==> config.mk <==
export PLATFORM = sky130hd
export DESIGN_NAME = morse_text_keyer
export DESIGN_NICKNAME = d
export VERILOG_FILES = /design/src/design/mtk_pkg.sv /design/src/design/morse_text_keyer.sv /design/src/design/mtk_cfg.sv /design/src/design/mtk_ctrl.sv /design/src/design/mtk_dp.sv
export SDC_FILE = /design/constraint.sdc
export NUM_CORES = 1
export LEC_CHECK = 0
export BUFFER_PORTS_ARGS = -buffer_cell sky130_fd_sc_hd__clkbuf_2
export CAP_MARGIN = 20
export CELL_PAD_IN_SITES_DETAIL_PLACEMENT = 2
export CELL_PAD_IN_SITES_GLOBAL_PLACEMENT = 2
export CORE_MARGIN = 8
export CORE_UTILIZATION = 30
export DETAILED_ROUTE_END_ITERATION = 16
export PLACE_DENSITY_LB_ADDON = 0.1
export SYNTH_ARGS = -nofsm -noshare
export SYNTH_HDL_FRONTEND = slang
export SYNTH_SLANG_ARGS = --single-unit
==> constraint.sdc <==
create_clock -name clk -period 4.2 [get_ports clk]
set_input_delay 0.84 -clock clk [delete_from_list [all_inputs] [get_ports clk]]
set_output_delay 0.84 -clock clk [all_outputs]
set_load 0.03 [all_outputs]
==> src/design/mtk_pkg.sv <==
// Package for the Morse text keyer: opcodes, keyer phases, controller states,
// datapath commands, status bundle, register map, dot timing and character table.
// No dependencies.
package mtk_pkg;

    typedef enum logic [2:0] {
        OP_TICK   = 3'd0,
        OP_APPEND = 3'd1,
        OP_CLEAR  = 3'd2,
        OP_START  = 3'd3,
        OP_STOP   = 3'd4
    } op_t;

    typedef enum logic [2:0] {
        PH_IDLE = 3'd0,
        PH_WAIT = 3'd1,
        PH_MARK = 3'd2,
        PH_EGAP = 3'd3,
        PH_CGAP = 3'd4,
        PH_WGAP = 3'd5
    } phase_t;

    typedef enum logic [2:0] {
        CS_IDLE,
        CS_EXEC,
        CS_SCAN,
        CS_SPACE_FIRST,
        CS_SPACE_RUN,
        CS_CAPTURE
    } ctrl_state_t;

    typedef enum logic [3:0] {
        DP_NONE,
        DP_APPEND,
        DP_CLEAR,
        DP_START,
        DP_REFUSE,
        DP_PTT_OFF,
        DP_FINISH,
        DP_WAIT_TICK,
        DP_KEY_LOST,
        DP_TICK_DEC,
        DP_MARK_END,
        DP_BEGIN_ELEM,
        DP_POS_INC,
        DP_BEGIN_CHAR,
        DP_CGAP,
        DP_WGAP
    } dp_op_t;

    typedef struct packed {
        logic   load;
        dp_op_t op;
        logic   capture;
    } ctrl_cmd_t;

    typedef struct packed {
        logic [2:0] op;
        logic       tx_active;
        logic       tx_ended;
        phase_t     phase;
        logic       count_zero;
        logic       count_full;
        logic       tick_expire;
        logic       elem_last;
        logic       pos_in;
        logic       char_valid;
        logic       char_space;
        logic       out_free;
    } dp_status_t;

    typedef struct packed {
        logic       valid;
        logic [7:0] pattern;
    } morse_t;

    localparam logic REG_WPM = 1'b0;
    localparam logic REG_CW  = 1'b1;

    localparam logic [4:0] WPM_RESET        = 5'd18;
    localparam logic [6:0] START_WAIT_TICKS = 7'd100;
    localparam logic [6:0] CHAR_SPACE       = 7'h20;

    localparam logic [7:0] MORSE_TABLE [36] = '{
        8'h21, 8'h68, 8'h6A, 8'h44, 8'h00, 8'h62, 8'h46, 8'h60, 8'h20, 8'h67,
        8'h45, 8'h64, 8'h23, 8'h22, 8'h47, 8'h66, 8'h6D, 8'h42, 8'h40, 8'h01,
        8'h41, 8'h61, 8'h43, 8'h69, 8'h6B, 8'h6C,
        8'h9F, 8'h8F, 8'h87, 8'h83, 8'h81, 8'h80, 8'h90, 8'h98, 8'h9C, 8'h9E
    };

    function automatic logic [6:0] fold_case(input logic [6:0] code);
        fold_case = (code inside {[7'h61:7'h7A]}) ? code - 7'd32 : code;
    endfunction

    function automatic morse_t char_pattern(input logic [6:0] code);
        logic [6:0] up;
        morse_t     r;
        up = fold_case(code);
        r.valid = 1'b1;
        r.pattern = 8'h00;
        if (up inside {[7'h41:7'h5A]}) begin
            r.pattern = MORSE_TABLE[6'(up - 7'h41)];
        end
        else if (up inside {[7'h30:7'h39]}) begin
            r.pattern = MORSE_TABLE[6'(up - 7'h30 + 7'd26)];
        end
        else begin
            r.valid = 1'b0;
        end
        char_pattern = r;
    endfunction

    // (120 + wpm/2) / wpm with wpm held to 5..30
    function automatic logic [4:0] dot_ticks(input logic [4:0] wpm);
        case (wpm) inside
            [5'd0:5'd5]:   dot_ticks = 5'd24;
            5'd6:          dot_ticks = 5'd20;
            5'd7:          dot_ticks = 5'd17;
            5'd8:          dot_ticks = 5'd15;
            5'd9:          dot_ticks = 5'd13;
            5'd10:         dot_ticks = 5'd12;
            5'd11:         dot_ticks = 5'd11;
            5'd12:         dot_ticks = 5'd10;
            [5'd13:5'd14]: dot_ticks = 5'd9;
            [5'd15:5'd16]: dot_ticks = 5'd8;
            [5'd17:5'd18]: dot_ticks = 5'd7;
            [5'd19:5'd21]: dot_ticks = 5'd6;
            [5'd22:5'd26]: dot_ticks = 5'd5;
            default:       dot_ticks = 5'd4;
        endcase
    endfunction

endpackage

==> src/design/morse_text_keyer.sv <==
// Morse text keyer top level: APB registers, controller and datapath.
// Each transaction is decoded, then scans the text store when a tick starts a character
// or skips spaces, one store position per cycle, and its result is then registered.
// A new transaction is accepted only after the last result is captured, and capture
// waits while the output still holds a result that has not been taken.
// Reset: keyer idle, text empty, 18 wpm, CW mode on; store contents are not cleared.
module morse_text_keyer #(
    parameter int TEXT_DEPTH = 32
) (
    input  logic        clk,
    input  logic        rst_n,
    input  logic        psel,
    input  logic        penable,
    input  logic        pwrite,
    input  logic [2:0]  paddr,
    input  logic [31:0] pwdata,
    output logic [31:0] prdata,
    output logic        pready,
    input  logic        s_tvalid,
    output logic        s_tready,
    input  logic [15:0] s_tdata,   // char_code[6:0], tx_active, tx_ended, zeros
    input  logic [2:0]  s_tuser,   // op
    output logic        m_tvalid,
    input  logic        m_tready,
    output logic [15:0] m_tdata    // carrier_on, sending, ptt_on_request, ptt_off_request,
                                   // tx_rejected, refused, text_length[5:0], zeros
);

    logic [4:0]          wpm;
    logic                cw_en;
    mtk_pkg::ctrl_cmd_t  cmd;
    mtk_pkg::dp_status_t status;

    mtk_cfg u_cfg (
        .clk              (clk),
        .rst_n            (rst_n),
        .psel             (psel),
        .penable          (penable),
        .pwrite           (pwrite),
        .paddr            (paddr),
        .pwdata           (pwdata),
        .prdata           (prdata),
        .pready           (pready),
        .words_per_minute (wpm),
        .cw_mode_enabled  (cw_en)
    );

    mtk_ctrl u_ctrl (
        .clk             (clk),
        .rst_n           (rst_n),
        .s_tvalid        (s_tvalid),
        .s_tready        (s_tready),
        .cw_mode_enabled (cw_en),
        .status          (status),
        .cmd             (cmd)
    );

    mtk_dp #(
        .TEXT_DEPTH (TEXT_DEPTH)
    ) u_dp (
        .clk              (clk),
        .rst_n            (rst_n),
        .s_tdata          (s_tdata),
        .s_tuser          (s_tuser),
        .m_tvalid         (m_tvalid),
        .m_tready         (m_tready),
        .m_tdata          (m_tdata),
        .words_per_minute (wpm),
        .cmd              (cmd),
        .status           (status)
    );

endmodule

==> src/design/mtk_cfg.sv <==
// APB register file of the Morse text keyer: speed and CW mode enable.
// Depends on mtk_pkg.
module mtk_cfg (
    input  logic        clk,
    input  logic        rst_n,
    input  logic        psel,
    input  logic        penable,
    input  logic        pwrite,
    input  logic [2:0]  paddr,
    input  logic [31:0] pwdata,
    output logic [31:0] prdata,
    output logic        pready,
    output logic [4:0]  words_per_minute,
    output logic        cw_mode_enabled
);

    logic [4:0] wpm_reg;
    logic       cw_reg;
    logic       wr_en;

    assign pready = 1'b1;
    assign wr_en  = psel & penable & pwrite;

    always_ff @(posedge clk or negedge rst_n)
    begin
        if (!rst_n)
        begin
            wpm_reg <= mtk_pkg::WPM_RESET;
            cw_reg  <= 1'b1;
        end
        else if (wr_en)
        begin
            case (paddr[2])
                mtk_pkg::REG_WPM: wpm_reg <= pwdata[4:0];
                mtk_pkg::REG_CW:  cw_reg  <= pwdata[0];
                default:          ;
            endcase
        end
    end

    always_comb
    begin
        case (paddr[2])
            mtk_pkg::REG_WPM: prdata = {27'd0, wpm_reg};
            mtk_pkg::REG_CW:  prdata = {31'd0, cw_reg};
            default:          prdata = 32'd0;
        endcase
    end

    assign words_per_minute = wpm_reg;
    assign cw_mode_enabled  = cw_reg;

endmodule

==> src/design/mtk_ctrl.sv <==
// Controller of the Morse text keyer: sequences one transaction through
// decode, store scans and result capture. Depends on mtk_pkg.
module mtk_ctrl (
    input  logic                   clk,
    input  logic                   rst_n,
    input  logic                   s_tvalid,
    output logic                   s_tready,
    input  logic                   cw_mode_enabled,
    input  mtk_pkg::dp_status_t    status,
    output mtk_pkg::ctrl_cmd_t     cmd
);

    mtk_pkg::ctrl_state_t state_reg;
    mtk_pkg::ctrl_state_t state_next;
    logic                 busy;
    logic                 lost;
    logic                 space_hit;

    assign busy      = (status.phase != mtk_pkg::PH_IDLE);
    assign lost      = !status.tx_active || status.tx_ended;
    assign space_hit = status.pos_in && status.char_space;

    always_ff @(posedge clk or negedge rst_n)
    begin
        if (!rst_n)
        begin
            state_reg <= mtk_pkg::CS_IDLE;
        end
        else
        begin
            state_reg <= state_next;
        end
    end

    always_comb
    begin
        state_next = state_reg;
        case (state_reg)
            mtk_pkg::CS_IDLE:
            begin
                if (s_tvalid)
                begin
                    state_next = mtk_pkg::CS_EXEC;
                end
            end
            mtk_pkg::CS_EXEC:
            begin
                state_next = mtk_pkg::CS_CAPTURE;
                if (status.op == mtk_pkg::OP_TICK)
                begin
                    case (status.phase)
                        mtk_pkg::PH_IDLE: ;
                        mtk_pkg::PH_WAIT:
                        begin
                            if (status.tx_active)
                            begin
                                state_next = mtk_pkg::CS_SCAN;
                            end
                        end
                        default:
                        begin
                            if (!lost && status.tick_expire)
                            begin
                                if (status.phase == mtk_pkg::PH_MARK)
                                begin
                                    if (status.elem_last)
                                    begin
                                        state_next = mtk_pkg::CS_SPACE_FIRST;
                                    end
                                end
                                else if (status.phase != mtk_pkg::PH_EGAP)
                                begin
                                    state_next = mtk_pkg::CS_SCAN;
                                end
                            end
                        end
                    endcase
                end
            end
            mtk_pkg::CS_SCAN:
            begin
                if (!status.pos_in || status.char_valid)
                begin
                    state_next = mtk_pkg::CS_CAPTURE;
                end
            end
            mtk_pkg::CS_SPACE_FIRST:
            begin
                state_next = space_hit ? mtk_pkg::CS_SPACE_RUN : mtk_pkg::CS_CAPTURE;
            end
            mtk_pkg::CS_SPACE_RUN:
            begin
                if (!space_hit)
                begin
                    state_next = mtk_pkg::CS_CAPTURE;
                end
            end
            mtk_pkg::CS_CAPTURE:
            begin
                if (status.out_free)
                begin
                    state_next = mtk_pkg::CS_IDLE;
                end
            end
            default:
            begin
                state_next = mtk_pkg::CS_IDLE;
            end
        endcase
    end

    always_comb
    begin
        cmd.load    = 1'b0;
        cmd.op      = mtk_pkg::DP_NONE;
        cmd.capture = 1'b0;
        s_tready    = 1'b0;
        case (state_reg)
            mtk_pkg::CS_IDLE:
            begin
                s_tready = 1'b1;
                cmd.load = s_tvalid;
            end
            mtk_pkg::CS_EXEC:
            begin
                case (status.op)
                    mtk_pkg::OP_TICK:
                    begin
                        case (status.phase)
                            mtk_pkg::PH_IDLE: ;
                            mtk_pkg::PH_WAIT:
                            begin
                                if (!status.tx_active)
                                begin
                                    cmd.op = mtk_pkg::DP_WAIT_TICK;
                                end
                            end
                            default:
                            begin
                                if (lost)
                                begin
                                    cmd.op = mtk_pkg::DP_KEY_LOST;
                                end
                                else if (!status.tick_expire)
                                begin
                                    cmd.op = mtk_pkg::DP_TICK_DEC;
                                end
                                else if (status.phase == mtk_pkg::PH_MARK)
                                begin
                                    cmd.op = mtk_pkg::DP_MARK_END;
                                end
                                else if (status.phase == mtk_pkg::PH_EGAP)
                                begin
                                    cmd.op = mtk_pkg::DP_BEGIN_ELEM;
                                end
                                else
                                begin
                                    cmd.op = mtk_pkg::DP_TICK_DEC;
                                end
                            end
                        endcase
                    end
                    mtk_pkg::OP_APPEND:
                    begin
                        if (!busy)
                        begin
                            cmd.op = status.count_full ? mtk_pkg::DP_REFUSE
                                                       : mtk_pkg::DP_APPEND;
                        end
                    end
                    mtk_pkg::OP_CLEAR:
                    begin
                        if (!busy)
                        begin
                            cmd.op = mtk_pkg::DP_CLEAR;
                        end
                    end
                    mtk_pkg::OP_START:
                    begin
                        if (status.count_zero || busy || !cw_mode_enabled)
                        begin
                            cmd.op = mtk_pkg::DP_REFUSE;
                        end
                        else
                        begin
                            cmd.op = mtk_pkg::DP_START;
                        end
                    end
                    mtk_pkg::OP_STOP:
                    begin
                        if (status.tx_active)
                        begin
                            cmd.op = status.tx_ended ? mtk_pkg::DP_PTT_OFF
                                                     : mtk_pkg::DP_FINISH;
                        end
                        else if (busy)
                        begin
                            cmd.op = mtk_pkg::DP_FINISH;
                        end
                    end
                    default: ;
                endcase
            end
            mtk_pkg::CS_SCAN:
            begin
                if (!status.pos_in)
                begin
                    cmd.op = mtk_pkg::DP_FINISH;
                end
                else if (status.char_valid)
                begin
                    cmd.op = mtk_pkg::DP_BEGIN_CHAR;
                end
                else
                begin
                    cmd.op = mtk_pkg::DP_POS_INC;
                end
            end
            mtk_pkg::CS_SPACE_FIRST:
            begin
                cmd.op = space_hit ? mtk_pkg::DP_POS_INC : mtk_pkg::DP_CGAP;
            end
            mtk_pkg::CS_SPACE_RUN:
            begin
                cmd.op = space_hit ? mtk_pkg::DP_POS_INC : mtk_pkg::DP_WGAP;
            end
            mtk_pkg::CS_CAPTURE:
            begin
                cmd.capture = status.out_free;
            end
            default: ;
        endcase
    end

endmodule

==> src/design/mtk_dp.sv <==
// Datapath of the Morse text keyer: text store, keyer state, timing counters
// and the result register. Depends on mtk_pkg.
module mtk_dp #(
    parameter int TEXT_DEPTH = 32
) (
    input  logic                clk,
    input  logic                rst_n,
    input  logic [15:0]         s_tdata,   // char_code[6:0], tx_active, tx_ended, zeros
    input  logic [2:0]          s_tuser,   // op
    output logic                m_tvalid,
    input  logic                m_tready,
    output logic [15:0]         m_tdata,   // carrier_on, sending, ptt_on_request,
                                           // ptt_off_request, tx_rejected, refused,
                                           // text_length[5:0], zeros
    input  logic [4:0]          words_per_minute,
    input  mtk_pkg::ctrl_cmd_t  cmd,
    output mtk_pkg::dp_status_t status
);

    localparam int AW = (TEXT_DEPTH > 1) ? $clog2(TEXT_DEPTH) : 1;
    localparam int CW = $clog2(TEXT_DEPTH + 1);
    localparam logic [CW-1:0] DEPTH_C = CW'(TEXT_DEPTH);
    localparam logic [CW-1:0] ONE_C   = CW'(1);

    logic [6:0]      mem [TEXT_DEPTH];
    logic [6:0]      rd_data_reg;

    logic [2:0]      item_op_reg;
    logic [6:0]      item_char_reg;
    logic            item_act_reg;
    logic            item_end_reg;

    mtk_pkg::phase_t phase_reg, phase_next;
    logic [CW-1:0]   count_reg, count_next;
    logic [CW-1:0]   pos_reg, pos_next;
    logic [7:0]      pattern_reg, pattern_next;
    logic [2:0]      num_reg, num_next;
    logic [2:0]      total_reg, total_next;
    logic [7:0]      tick_reg, tick_next;
    logic [6:0]      wait_reg, wait_next;
    logic            rejected_reg, rejected_next;
    logic            keyed_reg, keyed_next;
    logic            ptt_on_reg, ptt_on_next;
    logic            ptt_off_reg, ptt_off_next;
    logic            refused_reg, refused_next;
    logic            out_valid_reg;
    logic [15:0]     out_data_reg;

    mtk_pkg::morse_t rd_morse;
    logic [7:0]      dot1;
    logic [7:0]      dot3;
    logic [7:0]      dot7;
    logic [2:0]      elem_shift;
    logic            elem_dash;
    logic            char_dash;
    logic            elem_last;

    assign rd_morse   = mtk_pkg::char_pattern(rd_data_reg);
    assign dot1       = {3'd0, mtk_pkg::dot_ticks(words_per_minute)};
    assign dot3       = dot1 + (dot1 << 1);
    assign dot7       = (dot1 << 3) - dot1;
    assign elem_shift = total_reg - 3'd1 - num_reg;
    assign elem_dash  = pattern_reg[elem_shift];
    assign char_dash  = rd_morse.pattern[rd_morse.pattern[7:5]];
    assign elem_last  = ({1'b0, num_reg} + 4'd1) >= {1'b0, total_reg};

    always_comb
    begin
        phase_next    = phase_reg;
        count_next    = count_reg;
        pos_next      = pos_reg;
        pattern_next  = pattern_reg;
        num_next      = num_reg;
        total_next    = total_reg;
        tick_next     = tick_reg;
        wait_next     = wait_reg;
        rejected_next = rejected_reg;
        keyed_next    = keyed_reg;
        ptt_on_next   = ptt_on_reg;
        ptt_off_next  = ptt_off_reg;
        refused_next  = refused_reg;
        if (cmd.load)
        begin
            ptt_on_next  = 1'b0;
            ptt_off_next = 1'b0;
            refused_next = 1'b0;
        end
        case (cmd.op)
            mtk_pkg::DP_NONE: ;
            mtk_pkg::DP_APPEND:
            begin
                count_next = count_reg + ONE_C;
            end
            mtk_pkg::DP_CLEAR:
            begin
                count_next = '0;
            end
            mtk_pkg::DP_START:
            begin
                pos_next      = '0;
                rejected_next = 1'b0;
                phase_next    = mtk_pkg::PH_WAIT;
                wait_next     = mtk_pkg::START_WAIT_TICKS;
                ptt_on_next   = 1'b1;
            end
            mtk_pkg::DP_REFUSE:
            begin
                refused_next = 1'b1;
            end
            mtk_pkg::DP_PTT_OFF:
            begin
                ptt_off_next = 1'b1;
            end
            mtk_pkg::DP_FINISH:
            begin
                keyed_next   = 1'b0;
                phase_next   = mtk_pkg::PH_IDLE;
                wait_next    = '0;
                ptt_off_next = item_act_reg;
            end
            mtk_pkg::DP_WAIT_TICK:
            begin
                if (wait_reg != 7'd0)
                begin
                    wait_next = wait_reg - 7'd1;
                end
                if (wait_reg <= 7'd1)
                begin
                    phase_next    = mtk_pkg::PH_IDLE;
                    rejected_next = 1'b1;
                end
            end
            mtk_pkg::DP_KEY_LOST:
            begin
                keyed_next = 1'b0;
                phase_next = mtk_pkg::PH_IDLE;
            end
            mtk_pkg::DP_TICK_DEC:
            begin
                if (tick_reg != 8'd0)
                begin
                    tick_next = tick_reg - 8'd1;
                end
            end
            mtk_pkg::DP_MARK_END:
            begin
                keyed_next = 1'b0;
                num_next   = num_reg + 3'd1;
                if (!elem_last)
                begin
                    phase_next = mtk_pkg::PH_EGAP;
                    tick_next  = dot1;
                end
                else
                begin
                    pos_next = pos_reg + ONE_C;
                end
            end
            mtk_pkg::DP_BEGIN_ELEM:
            begin
                keyed_next = 1'b1;
                tick_next  = elem_dash ? dot3 : dot1;
                phase_next = mtk_pkg::PH_MARK;
            end
            mtk_pkg::DP_POS_INC:
            begin
                pos_next = pos_reg + ONE_C;
            end
            mtk_pkg::DP_BEGIN_CHAR:
            begin
                pattern_next = rd_morse.pattern;
                num_next     = 3'd0;
                total_next   = rd_morse.pattern[7:5] + 3'd1;
                keyed_next   = 1'b1;
                tick_next    = char_dash ? dot3 : dot1;
                phase_next   = mtk_pkg::PH_MARK;
            end
            mtk_pkg::DP_CGAP:
            begin
                phase_next = mtk_pkg::PH_CGAP;
                tick_next  = dot3;
            end
            mtk_pkg::DP_WGAP:
            begin
                phase_next = mtk_pkg::PH_WGAP;
                tick_next  = dot7;
            end
            default: ;
        endcase
    end

    always_ff @(posedge clk or negedge rst_n)
    begin
        if (!rst_n)
        begin
            phase_reg     <= mtk_pkg::PH_IDLE;
            count_reg     <= '0;
            pos_reg       <= '0;
            pattern_reg   <= '0;
            num_reg       <= '0;
            total_reg     <= '0;
            tick_reg      <= '0;
            wait_reg      <= '0;
            rejected_reg  <= 1'b0;
            keyed_reg     <= 1'b0;
            ptt_on_reg    <= 1'b0;
            ptt_off_reg   <= 1'b0;
            refused_reg   <= 1'b0;
            out_valid_reg <= 1'b0;
        end
        else
        begin
            phase_reg     <= phase_next;
            count_reg     <= count_next;
            pos_reg       <= pos_next;
            pattern_reg   <= pattern_next;
            num_reg       <= num_next;
            total_reg     <= total_next;
            tick_reg      <= tick_next;
            wait_reg      <= wait_next;
            rejected_reg  <= rejected_next;
            keyed_reg     <= keyed_next;
            ptt_on_reg    <= ptt_on_next;
            ptt_off_reg   <= ptt_off_next;
            refused_reg   <= refused_next;
            if (cmd.capture)
            begin
                out_valid_reg <= 1'b1;
            end
            else if (m_tready)
            begin
                out_valid_reg <= 1'b0;
            end
        end
    end

    always_ff @(posedge clk)
    begin
        if (cmd.load)
        begin
            item_op_reg   <= s_tuser;
            item_char_reg <= s_tdata[6:0];
            item_act_reg  <= s_tdata[7];
            item_end_reg  <= s_tdata[8];
        end
        if (cmd.capture)
        begin
            out_data_reg <= {4'd0, 6'(count_reg), refused_reg, rejected_reg,
                             ptt_off_reg, ptt_on_reg,
                             (phase_reg != mtk_pkg::PH_IDLE), keyed_reg};
        end
    end

    // Read follows the next send position so the entry at the current one is on hand
    always_ff @(posedge clk)
    begin
        if (cmd.op == mtk_pkg::DP_APPEND)
        begin
            mem[count_reg[AW-1:0]] <= mtk_pkg::fold_case(item_char_reg);
        end
    end

    always_ff @(posedge clk)
    begin
        rd_data_reg <= mem[pos_next[AW-1:0]];
    end

    assign m_tvalid = out_valid_reg;
    assign m_tdata  = out_data_reg;

    assign status.op          = item_op_reg;
    assign status.tx_active   = item_act_reg;
    assign status.tx_ended    = item_end_reg;
    assign status.phase       = phase_reg;
    assign status.count_zero  = (count_reg == '0);
    assign status.count_full  = (count_reg >= DEPTH_C);
    assign status.tick_expire = (tick_reg <= 8'd1);
    assign status.elem_last   = elem_last;
    assign status.pos_in      = (pos_reg < count_reg);
    assign status.char_valid  = rd_morse.valid;
    assign status.char_space  = (rd_data_reg == mtk_pkg::CHAR_SPACE);
    assign status.out_free    = !out_valid_reg || m_tready;

endmodule
== After elaboration in Yosys (flattened, before gate mapping) ==
Memory sizes are Yosys's and may differ from the RTL's. A register that Yosys moved wholly into a read port is not among the register bits.
Index checks and enable logic that the tools add are counted.
Word-level totals
  flip-flop bits (word level): 83
  bits in writable memories: 224
  ROM bits: 1024
  bits of input ports: 61
  logic and storage cells: 261
  memories: 3
Memory list
  (name not given): words 64, width 8, rd ports 1, clocked after memory_dff 0, write ports 0, line mtk_pkg.sv:105  | r.pattern = MORSE_TABLE[6'(up - 7'h30 + 7'd26)];
  (name not given): words 64, width 8, rd ports 1, clocked after memory_dff 0, write ports 0, line mtk_pkg.sv:102  | r.pattern = MORSE_TABLE[6'(up - 7'h41)];
  u_dp.mem: words 32, width 7, rd ports 1, clocked after memory_dff 1, write ports 1, line mtk_dp.sv:25  | logic [6:0] mem [TEXT_DEPTH];
Operators by class
  $add $sub $neg: 16
  order comparisons: 29
  equality and inequality tests: 45
  muxes and demuxes: 88
  bitwise gates (word level): 5
  reduce and logical (&&, ||, !) cells: 52
Operators by type and width (count)
  2-to-1 mux 8 bit: 10
  case mux 32 bit (2 select lines): 1
  2-to-1 mux 5 bit: 12
  2-to-1 mux 3 bit: 16
  case mux 8 bit (6 select lines): 1
  >= comparator 7 bit, second input constant: 5
  equality test 4 bit, second input constant: 8
  equality test 5 x 4 -> 1 bit, second input constant: 5
  2-to-1 mux 4 bit: 6
  less-or-equal comparator 7 bit, second input constant: 3
  2-to-1 mux 7 bit: 3
  case mux 3 bit (7 select lines): 1
  case mux 7 bit (3 select lines): 1
  less-or-equal comparator 5 bit, second input constant: 4
  case mux 4 bit (5 select lines): 1
  equality test 3 x 2 -> 1 bit, second input constant: 6
  2-to-1 mux 1 bit: 18
  case mux 3 bit (6 select lines): 1
  case mux 6 bit (3 select lines): 1
  equality test 4 x 3 -> 1 bit, second input constant: 4
  case mux 4 bit (4 select lines): 1
  >= comparator 5 bit, second input constant: 3
  inverter 6 -> 7 bit: 2
  nonzero test 2 bit: 7
  57 further kinds: 115

== Logic depth before layout (Yosys ltp) ==
  depth after elaboration: 18
  depth in mapped cells: 18
  depth with buffers taken out: 15

== Cells and area by module ==
Synthesis repeated with hierarchy kept, for this count alone.
Unflattened totals
  cell total of the unflattened synthesis: 1536
  area total of the unflattened synthesis: 16427.0 um2
Modules (own cells, without submodules)
  mtk_dp: instances 1, cells an instance 1392, area an instance 15270.9 um2, sequential area each 8838.5 um2
  mtk_ctrl: instances 1, cells an instance 95, area an instance 640.6 um2, sequential area each 75.1 um2
  mtk_cfg: instances 1, cells an instance 49, area an instance 515.5 um2, sequential area each 153.9 um2

== Least setup slack after synthesis ==
Ideal clock, no wire load.
  kind: register -> register
  from: register u_dp.rd_data_reg[1] (read register of u_dp.mem)
  to: register u_dp.rd_data_reg[5] (read register of u_dp.mem)
  data arrival time: 3873 ps
  required time: 4065 ps
  path slack: 192 ps
  cell stages (with the launch flop): 16
  buffers on the path: 2
  clock period less this slack: 4008 ps
  cells stage by stage: dfxtp_1 buf_6 inv_1 ha_1 a21boi_2 a21boi_0 o22ai_1 mux2i_1 a21o_1 buf_2 nand2_1 mux2_2 a22oi_2 nor2b_1 a222oi_1 nor4b_2
Between the ends
  longest elaborated chain between the ends: 12
Ends and longest elaborated chain
  start: declaration: line mtk_dp.sv:26  | logic [6:0] rd_data_reg;
  >= comparator 7 bit or less-or-equal comparator 7 bit (tied branches): line mtk_pkg.sv:92  | fold_case = (code inside {[7'h61:7'h7A]}) ? code - 7'd32 : code;
  logical AND 1 bit: line mtk_pkg.sv:92
  2-to-1 mux 7 bit: line mtk_pkg.sv:92
  >= comparator 7 x 6 -> 1 bit or less-or-equal comparator 7 x 6 -> 1 bit (tied branches): line mtk_pkg.sv:104  | else if (up inside {[7'h30:7'h39]}) begin
  logical AND 1 bit: line mtk_pkg.sv:104
  2-to-1 mux 1 bit: line mtk_pkg.sv:104
  2-to-1 mux 1 bit: line mtk_pkg.sv:101  | if (up inside {[7'h41:7'h5A]}) begin
  2-to-1 mux 1 bit: line mtk_ctrl.sv:210  | else if (status.char_valid)
  2-to-1 mux 4 bit: line mtk_ctrl.sv:206  | if (!status.pos_in)
  case mux 4 bit (4 select lines) (*): line mtk_ctrl.sv:118  | case (state_reg)
  equality test 4 bit or equality test 4 x 2 -> 1 bit (tied branches): line mtk_dp.sv:88  | case (cmd.op)
  case mux 6 bit (3 select lines) (*): line mtk_dp.sv:88
Mark *: on every way between the ends. The rest lies on a longest branch, timed or not.
A chain may end at the register's enable or synchronous reset.

== Worst setup path in the final report ==
  from: register u_dp.count_reg[5]
  to: register u_dp.rd_data_reg[5] (read register of u_dp.mem)
Between the ends
  longest elaborated chain between the ends: 8
Ends and longest elaborated chain
  start: declaration: line mtk_dp.sv:34  | logic [CW-1:0] count_reg, count_next;
  start signal: assignment: line mtk_dp.sv:214  | count_reg <= count_next;
  parallel branches: the longest is 5 deep, another holds >= comparator 6 bit
  case mux 4 bit (4 select lines) (*): line mtk_ctrl.sv:118
  equality test 4 bit or equality test 4 x 2 -> 1 bit (tied branches): line mtk_dp.sv:88
  case mux 6 bit (3 select lines) (*): line mtk_dp.sv:88
Every way passes the cells marked *.

==> results.yml <==
layout:
  final_layout_size_suffix_gt1_frac: 0.232
  nets: 1833
  area.growth.synth_to_final_pct: 23.6
  multi_input_area_um2: 6910
  seq_area_um2: 9070
  fillCellCount: 5668
  antenna_cells: 0
  largest_reg_flops: 224
  final_util: 0.376
logic_synthesis:
  synth_cells: 1507
  yosysMostFrequentCell: "edfxtp_1"
  synth_top_cell_by_area: "edfxtp_1"
  synth_edf_count: 248
  netlist_area_um2: 16400
  synth-async-reset-ratio: 0.188
  synth_ff_type: "edfxtp_1"
  synth.area.top_cells: "edfxtp_1 (45%), dfrtp_1 (8.5%), nand2_1 (4.9%)"
  yosys-top-cells-count: "edfxtp_1 (248), nand2_1 (213), nor2_1 (116), nand3_1 (95)"
  seq_area_frac_synth: 0.553
  synth.distinct_cells: 97
  yosys_warnings: 0
  yosys_register_bits: 314
  synth_top_cell_area_share: 0.454
  avgSynthCellArea_um2: 10.9
timing:
  final-setup-viol-count: 0
  min_period_ns: 4.09
  fin_skew_ns: 0.0192
  max_freq_ghz: 0.244
  slew_viol_final: 0
  fin_crit_sh: 0.974
  slew_headroom: 0.485
  tightest_slew_ns: 0.765
  hold_violations: 0
  whs_ns: 0.313
  rsz0062_at_grt: "yes"
floorplan:
  fp.coreArea_um2: 53900
  rows: 85
  start_util: 0.304
  fp.dieH_um: 250
  io_pins: 112
  fp.dieW_um: 250
  dieArea_um2: 62400
power:
  clockPowerShare: 0.222
  p_int_mw: 8.53
  swShare: 0.412
  p_leak_nw: 7.68
  powerDensity_nw_per_um2: 715
  switchingPower_mw: 5.97
  p_seq_frac: 0.273
  ir_drop_mv: 0.355
  pwr-share-comb: 0.505
outcome:
  run_status: "finished, final reports clean"
drt:
  routedWlPerCell_um: 22.3
  vias: 12859
  ant_nets: 0
  drc: 0
  totalWireLength_um: 54700
  drt_pre_antenna_iters: 5
  drt_iter0_drc: 457
  via_per_inst: 5.24
clock_tree:
  clk_latency_ns: 0.57
  clock-root-buffer: "clkbuf_16"
  ctsHtreeMaxLevel: 2
  holdBufCountCts: 0
  cts_tree: "built"
  path_clk_slew_ns: 0.06
  clock_sinks: 314
  numCtsBuffers: 38
  clock_path_buffers: 3
critical_path:
  path_max_fanout: 8
  slowest_delay_ns: 0.56
  worstPathCellList: "inv_2, ha_2, or4_1, a211o_1, a21oi_4, o221ai_2, a21oi_4, o21ai_2, buf_4, buf_4, nor2_1, a32oi_1, buf_4, or2_2, a221oi_1, nor4b_4"
  worstPathArrival_ns: 4.50
  crit_type: "reg2reg"
  startpoint_type: "flop"
  crit_top_cell: "buf_4"
  slowest_stage: "a221oi_1"
  cp-end-kind: "flop"
  crit_required_ns: 4.61
placed_design:
  portBuffers: 43
  place_congestion: 0.813
  dp_hpwl_um: 38900
min_path:
  hp-class: "in2async"
global_route:
  antenna_found_initial: 0
  grt_pass1_wl_um: 85000
  grt-ovfl-total: 0
  grt_pass1_vias: 14110
  grt_util_all_layers: 0.172
  grt_max_degree: 40
flow_run:
  maxCapViolations: 0
==> area by class of cell <==
| type | instances | area share |
|---|---|---|
| clock buffer | 49 | 0.0499 |
| clock inverter | 21 | 0.00962 |
| inverter | 46 | 0.00882 |
| multi-input combinational | 1066 | 0.341 |
| sequential | 314 | 0.447 |
| tap | 696 | 0.0429 |
| timing repair buffer | 261 | 0.101 |
==> cell usage in the layout (no fill, tap or decap), drive strengths merged, types with 17 or more instances in the layout <==
| master | instances |
|---|---|
| nor2b | 19 |
| inv | 46 |
| buf | 217 |
| mux2i | 17 |
| nor2 | 117 |
| dfrtp | 56 |
| clkbuf | 92 |
| o21ai | 55 |
| ha | 43 |
| a21oi | 53 |
| nand2 | 213 |
| a31oi | 56 |
| edfxtp | 248 |
| nand3 | 96 |
| conb | 32 |
| nor3 | 41 |
| a32o | 28 |
| clkinv | 18 |
| xnor2 | 25 |
==> power groups by stage <==
stage | combinational [mW] | clock [mW] | sequential [mW]
floorplan | 4.25 | 0 | 4.10
global placement | 6.76 | 0 | 4.01
detailed placement | 6.95 | 0 | 4.02
CTS | 7.10 | 3.35 | 3.96
global route | 8.02 | 3.44 | 4.00
finish | 7.32 | 3.22 | 3.96
==> metrics by stage <==
step | TNS, ns | setup slack [ns] | cells | cell area, um^2 | total power [mW]
after floorplan | 0 | 0.192 | 1537 | 16500 | 8.35
after global placement | -1.43 | -0.423 | 2363 | 18600 | 10.8
after detailed placement | -1.26 | -0.398 | 2363 | 18600 | 11.0
after CTS | 0 | 0.00225 | 2439 | 19900 | 14.4
after global routing | -0.152 | -0.0812 | 2453 | 20300 | 15.5
final | 0 | 0.108 | 2453 | 20300 | 14.5
==> worst max-delay path, delay by kind of cell, from the launching register on <==
| kind | cells | cell delay, ns |
|---|---|---|
| buffers and inverters | 4 | 0.55 |
| AO/OA/AOI/OAI | 7 | 1.81 |
| adder cells (fa/ha/maj) | 1 | 0.17 |
| flip-flops | 1 | 0.37 |
| AND/OR/NAND/NOR | 4 | 1.03 |
==> cell families after synthesis <==
kind of cell | share of synthesized area
adder cells (fa/ha/maj) | 0.0352
buffers and inverters | 0.0497
AND/OR/NAND/NOR | 0.161
multiplexers | 0.0236
XOR/XNOR | 0.0208
AO/OA/AOI/OAI | 0.156
other | 0.000458
flip-flops | 0.553
==> what timing repair did <==
action | 4_1_cts | 5_1_grt
setup buffers | 6 | 13
cloned | 1 | 1
pin swaps | 6 | 20
gates resized for setup | 11 | 46
endpoints found under the setup margin | 7 | 10
==> final timing paths <==
| path | from | endpoint | slack, ns | cells after the start |
|---|---|---|---|---|
| worst max-delay path | u_dp.count_reg[5]$_DFFE_PN0P_ | u_dp.rd_data_reg[5]$_DFF_P_ | 0.11 | 16 |
| min in group clk | u_dp.ptt_on_reg$_DFFE_PN0P_ | u_dp.m_tdata[2]$_DFFE_PP_ | 0.45 | 0 |
| max in group asynchronous | rst_n | u_dp.pattern_reg[7]$_DFFE_PN0P_ | 2.89 | 2 |
| worst min-delay path | rst_n | u_cfg.words_per_minute[3]$_DFFE_PN0P_ | 0.31 | 1 |
| worst max register to register | u_dp.count_reg[5]$_DFFE_PN0P_ | u_dp.rd_data_reg[5]$_DFF_P_ | 0.11 | 16 |
| worst min register to register | u_dp.ptt_on_reg$_DFFE_PN0P_ | u_dp.m_tdata[2]$_DFFE_PP_ | 0.45 | 0 |
==> routing by layer <==
layer / track usage / share of wire / up-vias
li1: - / - / 6049
met1: 0.219 / 0.45 / 6603
met2: 0.301 / 0.50 / 134
met3: 0.0222 / 0.024 / 73
met4: 0.0520 / 0.024 / 0
met5: 0 / 0 / -
No activity file was read; power rests on OpenSTA's default activity.
